`src/sv/assert_macros.svh`:
```
// Assertion macros used by the top level of the depacketizer.
// Each macro expects the clock aclk and the active-low reset aresetn in scope.
`ifndef ASSERT_MACROS_SVH
`define ASSERT_MACROS_SVH

// The condition holds at every rising clock edge outside reset.
`define ASSERT_ALWAYS(label, cond, msg) \
    label: assert property (@(posedge aclk) disable iff (!aresetn) (cond)) \
        else $error(msg);

// Whenever the antecedent holds, the consequent holds in the same cycle.
`define ASSERT_IMPLIES(label, ante, cons, msg) \
    label: assert property (@(posedge aclk) disable iff (!aresetn) (ante) |-> (cons)) \
        else $error(msg);

`endif

```
`src/sv/h264fua_pkg.sv`:
```
// Types and constants of the H.264 FU-A to length-prefixed sample writer.
// Used by the per-byte step logic and by the top level; no dependencies.
package h264fua_pkg;

    localparam int SAMPLE_BYTES = 1048576;
    localparam int PTR_W        = $clog2(SAMPLE_BYTES + 1);
    localparam int FRAG_W       = (PTR_W > 16) ? PTR_W : 16;
    localparam int ADDR_W       = 20;
    localparam int SLEN_W       = 21;
    localparam int DUR_W        = 31;
    localparam int MAX_RES      = 3;

    localparam logic [PTR_W-1:0] CAP = PTR_W'(SAMPLE_BYTES);

    // NAL unit types of interest.
    localparam logic [4:0] NAL_IDR  = 5'd5;
    localparam logic [4:0] NAL_SPS  = 5'd7;
    localparam logic [4:0] NAL_PPS  = 5'd8;
    localparam logic [4:0] NAL_FU_A = 5'd28;

    // Result kinds.
    localparam logic [1:0] KIND_BYTE = 2'd0;
    localparam logic [1:0] KIND_WORD = 2'd1;
    localparam logic [1:0] KIND_DONE = 2'd2;

    // Bit positions in packet_flags.
    localparam int FLAG_FU   = 0;
    localparam int FLAG_END  = 1;
    localparam int FLAG_IDR  = 2;
    localparam int FLAG_OPEN = 3;

    typedef struct packed {
        logic [7:0]  payload_byte;
        logic        first_byte;
        logic [15:0] packet_length;
        logic        marker;
        logic [31:0] timestamp;
    } item_t;

    typedef struct packed {
        logic [1:0]        kind;
        logic [ADDR_W-1:0] address;
        logic [31:0]       write_value;
        logic [SLEN_W-1:0] sample_length;
        logic              keyframe;
        logic [DUR_W-1:0]  duration;
        logic              overflow;
    } result_t;

    typedef struct packed {
        logic [PTR_W-1:0]  write_pointer;
        logic [FRAG_W-1:0] fragment_length;
        logic [15:0]       byte_count;
        logic [7:0]        indicator_bits;
        logic [3:0]        packet_flags;
        logic [1:0]        parameter_sets_seen;
        logic [31:0]       previous_time;
        logic              overflow_seen;
    } state_t;

    // Results caused by one payload byte, at most the first three, in order, res[0] first.
    typedef struct packed {
        logic [1:0]            count;
        result_t [MAX_RES-1:0] res;
    } bundle_t;

endpackage

```
`src/sv/h264_fua_to_length_prefixed.sv`:
```
// Top level of the H.264 FU-A to length-prefixed sample writer.
// Depends on h264fua_pkg, h264fua_step and assert_macros.svh.
`include "assert_macros.svh"

// Takes one RTP H.264 payload byte per request and issues byte writes, length
// word writes and sample-complete results for an external sample memory. A
// byte is registered, then processed by the step logic once the queue has
// room; its results (zero to three), if any, are pushed as one entry into a
// four-entry result queue, which delivers one result per cycle while m_tready
// is high. One byte is accepted every cycle while the queue has room, so plain
// payload bytes sustain one per cycle; bytes that start a NAL unit yield two
// results, and a closing byte may add a length patch and a sample-complete
// result. A byte's results pass through the input register and the queue.
module h264_fua_to_length_prefixed (
    input  logic          aclk,
    input  logic          aresetn,
    input  logic          s_tvalid,
    output logic          s_tready,
    input  logic [55:0]   s_tdata,   // payload_byte, packet_length, timestamp
    input  logic [1:0]    s_tuser,   // first_byte, marker
    output logic          m_tvalid,
    input  logic          m_tready,
    output logic [111:0]  m_tdata,   // address, write_value, sample_length,
                                     // keyframe, duration, overflow, zero fill
    output logic [1:0]    m_tuser    // kind
);
    import h264fua_pkg::*;

    localparam int DEPTH  = 4;
    localparam int QPTR_W = $clog2(DEPTH);
    localparam int QCNT_W = $clog2(DEPTH + 1);

    logic    in_valid_reg;
    item_t   in_item_reg;
    state_t  state_reg, state_next;
    bundle_t bundle;
    logic    fire;

    bundle_t             queue_mem [DEPTH];
    logic [QPTR_W-1:0]   wr_ptr_reg, rd_ptr_reg;
    logic [QCNT_W-1:0]   count_reg;
    logic [1:0]          sub_reg;
    logic                push, pop, out_fire;
    bundle_t             head;
    result_t             cur;

    assign fire     = in_valid_reg && (count_reg < QCNT_W'(DEPTH));
    assign s_tready = !in_valid_reg || fire;
    assign push     = fire && (bundle.count != 2'd0);

    always_ff @(posedge aclk) begin
        if (!aresetn) begin
            in_valid_reg <= 1'b0;
        end else if (s_tready) begin
            in_valid_reg <= s_tvalid;
        end
    end

    always_ff @(posedge aclk) begin
        if (s_tvalid && s_tready) begin
            in_item_reg.payload_byte  <= s_tdata[7:0];
            in_item_reg.packet_length <= s_tdata[23:8];
            in_item_reg.timestamp     <= s_tdata[55:24];
            in_item_reg.first_byte    <= s_tuser[0];
            in_item_reg.marker        <= s_tuser[1];
        end
    end

    h264fua_step u_step (
        .state      (state_reg),
        .item       (in_item_reg),
        .state_next (state_next),
        .bundle     (bundle)
    );

    always_ff @(posedge aclk) begin
        if (!aresetn) begin
            state_reg <= '0;
        end else if (fire) begin
            state_reg <= state_next;
        end
    end

    // Result queue: one entry per byte with results, drained one result at a time.
    always_ff @(posedge aclk) begin
        if (push) begin
            queue_mem[wr_ptr_reg] <= bundle;
        end
    end

    assign head     = queue_mem[rd_ptr_reg];
    assign cur      = head.res[sub_reg];
    assign m_tvalid = (count_reg != '0);
    assign out_fire = m_tvalid && m_tready;
    assign pop      = out_fire && (sub_reg == head.count - 2'd1);

    always_ff @(posedge aclk) begin
        if (!aresetn) begin
            wr_ptr_reg <= '0;
            rd_ptr_reg <= '0;
            count_reg  <= '0;
            sub_reg    <= '0;
        end else begin
            if (push) wr_ptr_reg <= wr_ptr_reg + QPTR_W'(1);
            if (pop)  rd_ptr_reg <= rd_ptr_reg + QPTR_W'(1);
            if (push && !pop)      count_reg <= count_reg + QCNT_W'(1);
            else if (pop && !push) count_reg <= count_reg - QCNT_W'(1);
            if (pop)           sub_reg <= 2'd0;
            else if (out_fire) sub_reg <= sub_reg + 2'd1;
        end
    end

    assign m_tdata = {6'd0, cur.overflow, cur.duration, cur.keyframe, cur.sample_length,
                      cur.write_value, cur.address};
    assign m_tuser = cur.kind;

    `ASSERT_ALWAYS(a_queue_bound, count_reg <= QCNT_W'(DEPTH), "result queue overfilled")
    `ASSERT_ALWAYS(a_pointer_cap, state_reg.write_pointer <= CAP, "write pointer past capacity")
    `ASSERT_IMPLIES(a_sub_in_entry, m_tvalid, sub_reg < head.count, "result index outside entry")
    `ASSERT_IMPLIES(a_stall_cause, !s_tready, in_valid_reg && !fire, "input stalled while free")

endmodule

```
`src/sv/h264fua_step.sv`:
```
// Per-byte step of the depacketizer: next state and the writes one byte causes.
// Purely combinational; depends on h264fua_pkg.
module h264fua_step (
    input  h264fua_pkg::state_t  state,
    input  h264fua_pkg::item_t   item,
    output h264fua_pkg::state_t  state_next,
    output h264fua_pkg::bundle_t bundle
);
    import h264fua_pkg::*;

    function automatic logic fits(input logic [PTR_W-1:0] wp, input logic [2:0] size);
        fits = (wp <= CAP) && ((CAP - wp) >= PTR_W'(size));
    endfunction

    function automatic result_t mk_write(input logic [1:0] kind,
                                         input logic [ADDR_W-1:0] addr,
                                         input logic [31:0] value);
        result_t r;
        r.kind          = kind;
        r.address       = addr;
        r.write_value   = value;
        r.sample_length = '0;
        r.keyframe      = 1'b0;
        r.duration      = DUR_W'(1);
        r.overflow      = 1'b0;
        mk_write = r;
    endfunction

    logic [15:0]       len_eff;
    logic              active;
    logic [15:0]       idx;
    logic              last;
    logic [4:0]        nal;
    logic              a_want, b_want;
    logic [2:0]        a_size;
    logic [31:0]       a_val;
    logic [7:0]        b_val;
    logic [PTR_W-1:0]  wp;
    logic              ovf;
    logic [3:0]        flags;
    logic [FRAG_W-1:0] frag;
    logic [FRAG_W:0]   patch_base;
    logic [31:0]       diff;
    logic [3:0]        cand_v;
    result_t [3:0]     cand;

    always_comb begin
        state_next = state;
        cand_v     = '0;
        cand       = '0;
        a_want     = 1'b0;
        b_want     = 1'b0;
        a_size     = 3'd1;
        a_val      = '0;
        b_val      = '0;
        nal        = item.payload_byte[4:0];
        flags      = state.packet_flags;
        frag       = state.fragment_length;
        diff       = item.timestamp - state.previous_time;
        patch_base = '0;

        len_eff = (item.packet_length == 16'd0) ? 16'd1 : item.packet_length;
        active  = item.first_byte || (state.byte_count != 16'd0);
        idx     = item.first_byte ? 16'd0 : state.byte_count;
        last    = ({1'b0, idx} + 17'd1) >= {1'b0, len_eff};

        if (active) begin
            if (idx == 16'd0) begin
                flags = flags & (4'b1 << FLAG_OPEN);
                if (nal == NAL_FU_A) begin
                    flags[FLAG_FU]            = 1'b1;
                    state_next.indicator_bits = item.payload_byte;
                end else begin
                    if (nal == NAL_IDR) flags[FLAG_IDR] = 1'b1;
                    if (nal == NAL_SPS) begin
                        state_next.parameter_sets_seen[0] = 1'b1;
                    end else if (nal == NAL_PPS && state.parameter_sets_seen[0]) begin
                        state_next.parameter_sets_seen[1] = 1'b1;
                    end
                    a_want = 1'b1;
                    a_size = 3'd4;
                    a_val  = {16'd0, len_eff};
                    b_want = 1'b1;
                    b_val  = item.payload_byte;
                end
            end else if (flags[FLAG_FU]) begin
                if (idx == 16'd1) begin
                    // FU header: the start bit opens a joined unit.
                    if (nal == NAL_IDR) flags[FLAG_IDR] = 1'b1;
                    if (item.payload_byte[7]) begin
                        a_want = 1'b1;
                        a_size = 3'd4;
                        a_val  = {16'd0, len_eff - 16'd1};
                        b_want = 1'b1;
                        b_val  = {state.indicator_bits[7:5] & 3'b011, nal};
                        frag   = FRAG_W'(len_eff - 16'd1);
                        flags[FLAG_OPEN] = 1'b1;
                    end else if (item.payload_byte[6]) begin
                        flags[FLAG_END] = 1'b1;
                    end
                end else begin
                    a_want = 1'b1;
                    a_val  = {24'd0, item.payload_byte};
                    if (flags[FLAG_OPEN] && ({1'b0, frag} < (FRAG_W + 1)'(SAMPLE_BYTES))) begin
                        frag = frag + FRAG_W'(1);
                    end
                end
            end else begin
                a_want = 1'b1;
                a_val  = {24'd0, item.payload_byte};
            end
        end

        // Writes take effect in order; the second sees the first's pointer.
        wp  = state.write_pointer;
        ovf = state.overflow_seen;
        if (a_want) begin
            if (fits(wp, a_size)) begin
                cand_v[0] = 1'b1;
                cand[0]   = mk_write((a_size == 3'd4) ? KIND_WORD : KIND_BYTE,
                                     ADDR_W'(wp), a_val);
                wp        = wp + PTR_W'(a_size);
            end else begin
                ovf = 1'b1;
                wp  = CAP;
            end
        end
        if (b_want) begin
            if (fits(wp, 3'd1)) begin
                cand_v[1] = 1'b1;
                cand[1]   = mk_write(KIND_BYTE, ADDR_W'(wp), {24'd0, b_val});
                wp        = wp + PTR_W'(1);
            end else begin
                ovf = 1'b1;
                wp  = CAP;
            end
        end

        // End fragment: patch the length word written at the start.
        if (active && last && flags[FLAG_END] && flags[FLAG_OPEN]) begin
            flags[FLAG_OPEN] = 1'b0;
            patch_base = {1'b0, frag} + (FRAG_W + 1)'(4);
            if (!ovf && ({1'b0, frag} <= (FRAG_W + 1)'(SAMPLE_BYTES))
                    && ((FRAG_W + 1)'(wp) >= patch_base)) begin
                cand_v[2] = 1'b1;
                cand[2]   = mk_write(KIND_WORD,
                                     ADDR_W'((FRAG_W + 1)'(wp) - patch_base),
                                     32'(frag));
            end
        end

        if (active && last && item.marker && (state_next.parameter_sets_seen == 2'b11)) begin
            cand_v[3]             = 1'b1;
            cand[3].kind          = KIND_DONE;
            cand[3].address       = '0;
            cand[3].write_value   = '0;
            cand[3].sample_length = SLEN_W'(wp);
            cand[3].keyframe      = flags[FLAG_IDR];
            cand[3].duration      = (diff == 32'd0 || diff[31]) ? DUR_W'(1) : diff[DUR_W-1:0];
            cand[3].overflow      = ovf;
            state_next.previous_time = item.timestamp;
            wp               = '0;
            ovf              = 1'b0;
            flags[FLAG_OPEN] = 1'b0;
        end

        if (active) begin
            state_next.write_pointer   = wp;
            state_next.overflow_seen   = ovf;
            state_next.packet_flags    = flags;
            state_next.fragment_length = frag;
            state_next.byte_count      = last ? 16'd0 : idx + 16'd1;
        end
    end

    // Pack the candidate results into consecutive slots.
    logic [1:0] n;
    logic       full;

    always_comb begin
        bundle.res = '0;
        n          = 2'd0;
        full       = 1'b0;
        for (int i = 0; i < 4; i++) begin
            if (cand_v[i] && !full) begin
                bundle.res[n] = cand[i];
                if (n == 2'd2) full = 1'b1;
                else           n    = n + 2'd1;
            end
        end
        bundle.count = full ? 2'd3 : n;
    end

endmodule

```
`config.mk`:
```
export PLATFORM = sky130hd
export DESIGN_NAME = h264_fua_to_length_prefixed
export DESIGN_NICKNAME = d
export VERILOG_FILES = /design/src/sv/h264fua_pkg.sv /design/src/sv/h264_fua_to_length_prefixed.sv /design/src/sv/h264fua_step.sv
export VERILOG_INCLUDE_DIRS = /design/src /design/src/sv
export SDC_FILE = /design/constraint.sdc
export NUM_CORES = 2
export LEC_CHECK = 0
export BUFFER_PORTS_ARGS = -buffer_cell sky130_fd_sc_hd__buf_2
export CORE_MARGIN = 10
export CORE_UTILIZATION = 60
export CTS_CLUSTER_SIZE = 24
export DETAILED_ROUTE_END_ITERATION = 10
export PLACE_DENSITY = 0.77
export SYNTH_ARGS = -nofsm -noshare
export SYNTH_HDL_FRONTEND = slang
export SYNTH_HIERARCHICAL = 1
export SYNTH_SLANG_ARGS = --single-unit
```
`constraint.sdc`:
```
create_clock -name aclk -period 35.6 [get_ports aclk]
set_input_delay 0 -clock aclk [delete_from_list [all_inputs] [get_ports aclk]]
set_output_delay 0 -clock aclk [all_outputs]
set_load 0.02 [all_outputs]
```
==> flow_metrics.env <==
export IMPL_max_slew_margin_pct=17.3
export IMPL_die_h_um=355
export IMPL_fin_area_um2=75200
export IMPL_crit_arrival_ns=18.63
export IMPL_clock_sinks=1473
export IMPL_run_status="finished, final reports clean"
export IMPL_power_density_nw_per_um2=56.2
export IMPL_dp_cells=6131
export IMPL_cp_required_ns=35.99
export IMPL_fin_crit_sh_pct=51.2
export IMPL_yosysWarnings=6
export IMPL_hold_buffers=120
export IMPL_pre_cts_slack_ns=17.72
export IMPL_grt_total_usage_pct=27.4
export IMPL_crit_cells=53
export IMPL_path_clk_slew_ns=0.06
export IMPL_drv_slew=0
export IMPL_clock_path_buffers=3
export IMPL_dpl_cell_area_um2=69300
export IMPL_grt_max_degree=154
export IMPL_startpoint_type="flop"
export IMPL_clk_latency_ns=0.79
export IMPL_rsz0062_at_grt="false"
export IMPL_drv_cap=0
export IMPL_fin_cells=6519
export IMPL_cts_made_buffers=148
export IMPL_design_core_area_um2=111000
export IMPL_floorplan_initialDensity_pct=60.7
export IMPL_reg2reg_depth=53
export IMPL_slowest_delay_ns=0.96
export IMPL_finalCriticalPeriod_ns=18.24
export IMPL_grt_overflow=0
export IMPL_largest_reg_flops=1304
export IMPL_crit_type="flop to flop"
export IMPL_critPathBufInv=10
export IMPL_dp_hpwl_mm=105
export IMPL_seq_area_um2=43100
export IMPL_firstDrtPassIters=7
export IMPL_syn_area_per_cell_um2=14.4
export IMPL_fillers=7384
export IMPL_wirelength_mm=174
export IMPL_cp_common_cell="inv_1"
export IMPL_hold_path_depth=5
export IMPL_grt_pass1_wl_mm=264
export IMPL_post_cts_resized=0
export IMPL_cp_top_family="simple AND/OR/NAND/NOR gates"
export IMPL_crit_slowest_cell="edfxtp_1"
export IMPL_area_growth_pct=11.7
export IMPL_hold_viol=0
export IMPL_postCtsSetupBuffers=0
export IMPL_wl_per_cell_um=26.7
export IMPL_via_count=42100
export IMPL_multi_input_area_um2=22400
export IMPL_viasPerCell=6.46
export IMPL_drtIter0Drc=4810
export IMPL_die_width_um=355
export IMPL_ant_nets=0
export IMPL_layout_drive_gt1_share_pct=17.2
export IMPL_fin_skew_ns=0.0423
export IMPL_grt_pass1_vias=42100
export IMPL_setup_violations=0
export IMPL_cts_max_level=4
export IMPL_cts_tree="yes"
export IMPL_hold_slack_ns=0.416
export IMPL_drc=0
export IMPL_num_io_pins=178
export IMPL_min_path_type="input port to flop"
export IMPL_setup_ws_ns=17.36
export IMPL_vdd_drop_max_v=0.0000484
export IMPL_syn_inst=4666
export IMPL_io_buffers=171
export IMPL_endpoint_kind="flop"
export IMPL_routabilityCongestion=0.946
export IMPL_synth_area_um2=67300
export IMPL_p_leak_nw=25.1
export IMPL_antenna_found_initial=5
export IMPL_fin_tns_setup_ns=0
export IMPL_ctsRootBufferMaster="clkbuf_16"
export IMPL_critPathMaxFanout=74
export IMPL_worst_slew_pin_slew_ns=1.24
export IMPL_antennaDiodeCount=0
export IMPL_clock_fmax_mhz=54.8
export IMPL_nets=5075
export IMPL_rows=122
export IMPL_die_area_um2=126000
tightest hold or removal path, stage by stage:
cell           delay [ns]
dlygate4sd3_1        0.57
buf_2                0.14
o31a_1               0.20
xnor2_1              0.19
nor3b_1              0.05
path summary, 6_finish.rpt:
| check | slack (ns) | startpoint | end |
|---|---|---|---|
| max | 17.36 | in_item_reg[49]$_DFFE_PP_ | queue_mem[2][36]$_DFFE_PP_ |
| min | 0.42 | m_tready | sub_reg[0]$_SDFFE_PP0P_ |
| max reg2reg | 17.36 | in_item_reg[49]$_DFFE_PP_ | queue_mem[2][36]$_DFFE_PP_ |
| min reg2reg | 0.46 | state_reg[16]$_SDFFE_PN0P_ | state_reg[16]$_SDFFE_PN0P_ |
report_power, final:
group | leakage (nW) | switching (mW) | internal [mW] | total (mW)
logic | 8.55 | 0.453 | 0.273 | 0.726
clock network | 2.26 | 0.665 | 0.846 | 1.51
registers | 14.3 | 0.0424 | 1.95 | 1.99
total | 25.1 | 1.16 | 3.07 | 4.23
area by class of cell:
type / count / share of cell area (%)
clock buffer: 192 / 5.21
sequential: 1473 / 57.4
timing repair buffer: 360 / 3.49
clock inverter: 76 / 1.01
multi-input combinational: 2798 / 29.8
inverter: 132 / 0.659
tap: 1488 / 2.48
cell usage in the layout (no fill, tap or decap), drive strengths merged, types with 24 or more instances in the layout:
| cell type | instances |
|---|---|
| ha | 97 |
| a21boi | 105 |
| edfxtp | 1362 |
| nor3 | 152 |
| clkbuf | 192 |
| dfxtp | 111 |
| nand2 | 510 |
| clkinv | 47 |
| nand2b | 25 |
| inv | 144 |
| xor2 | 47 |
| mux2i | 122 |
| and2 | 32 |
| a21o | 24 |
| nand3 | 137 |
| or3 | 30 |
| xnor2 | 80 |
| a21oi | 139 |
| nor2 | 315 |
| nor4 | 37 |
| buf | 240 |
| nor2b | 42 |
| conb | 39 |
| dlygate4sd3 | 120 |
| mux4 | 326 |
| nand4 | 28 |
| o21ai | 210 |
metal layers:
metal | wire, um | track usage, %
met2 | 84000 | 43.7
met5 | 37 | 0
met4 | 6130 | 9.60
met1 | 67500 | 37.5
met3 | 16300 | 5.85
per-stage QoR:
stage               total power [mW]  utilization, %
floorplan                       2.52               -
global placement                2.73            62.5
detailed placement              2.74            62.5
CTS                             4.25            67.8
global route                    4.37            67.8
finish                          4.23            67.8
Note: power is estimated with default switching activity, not from simulation.
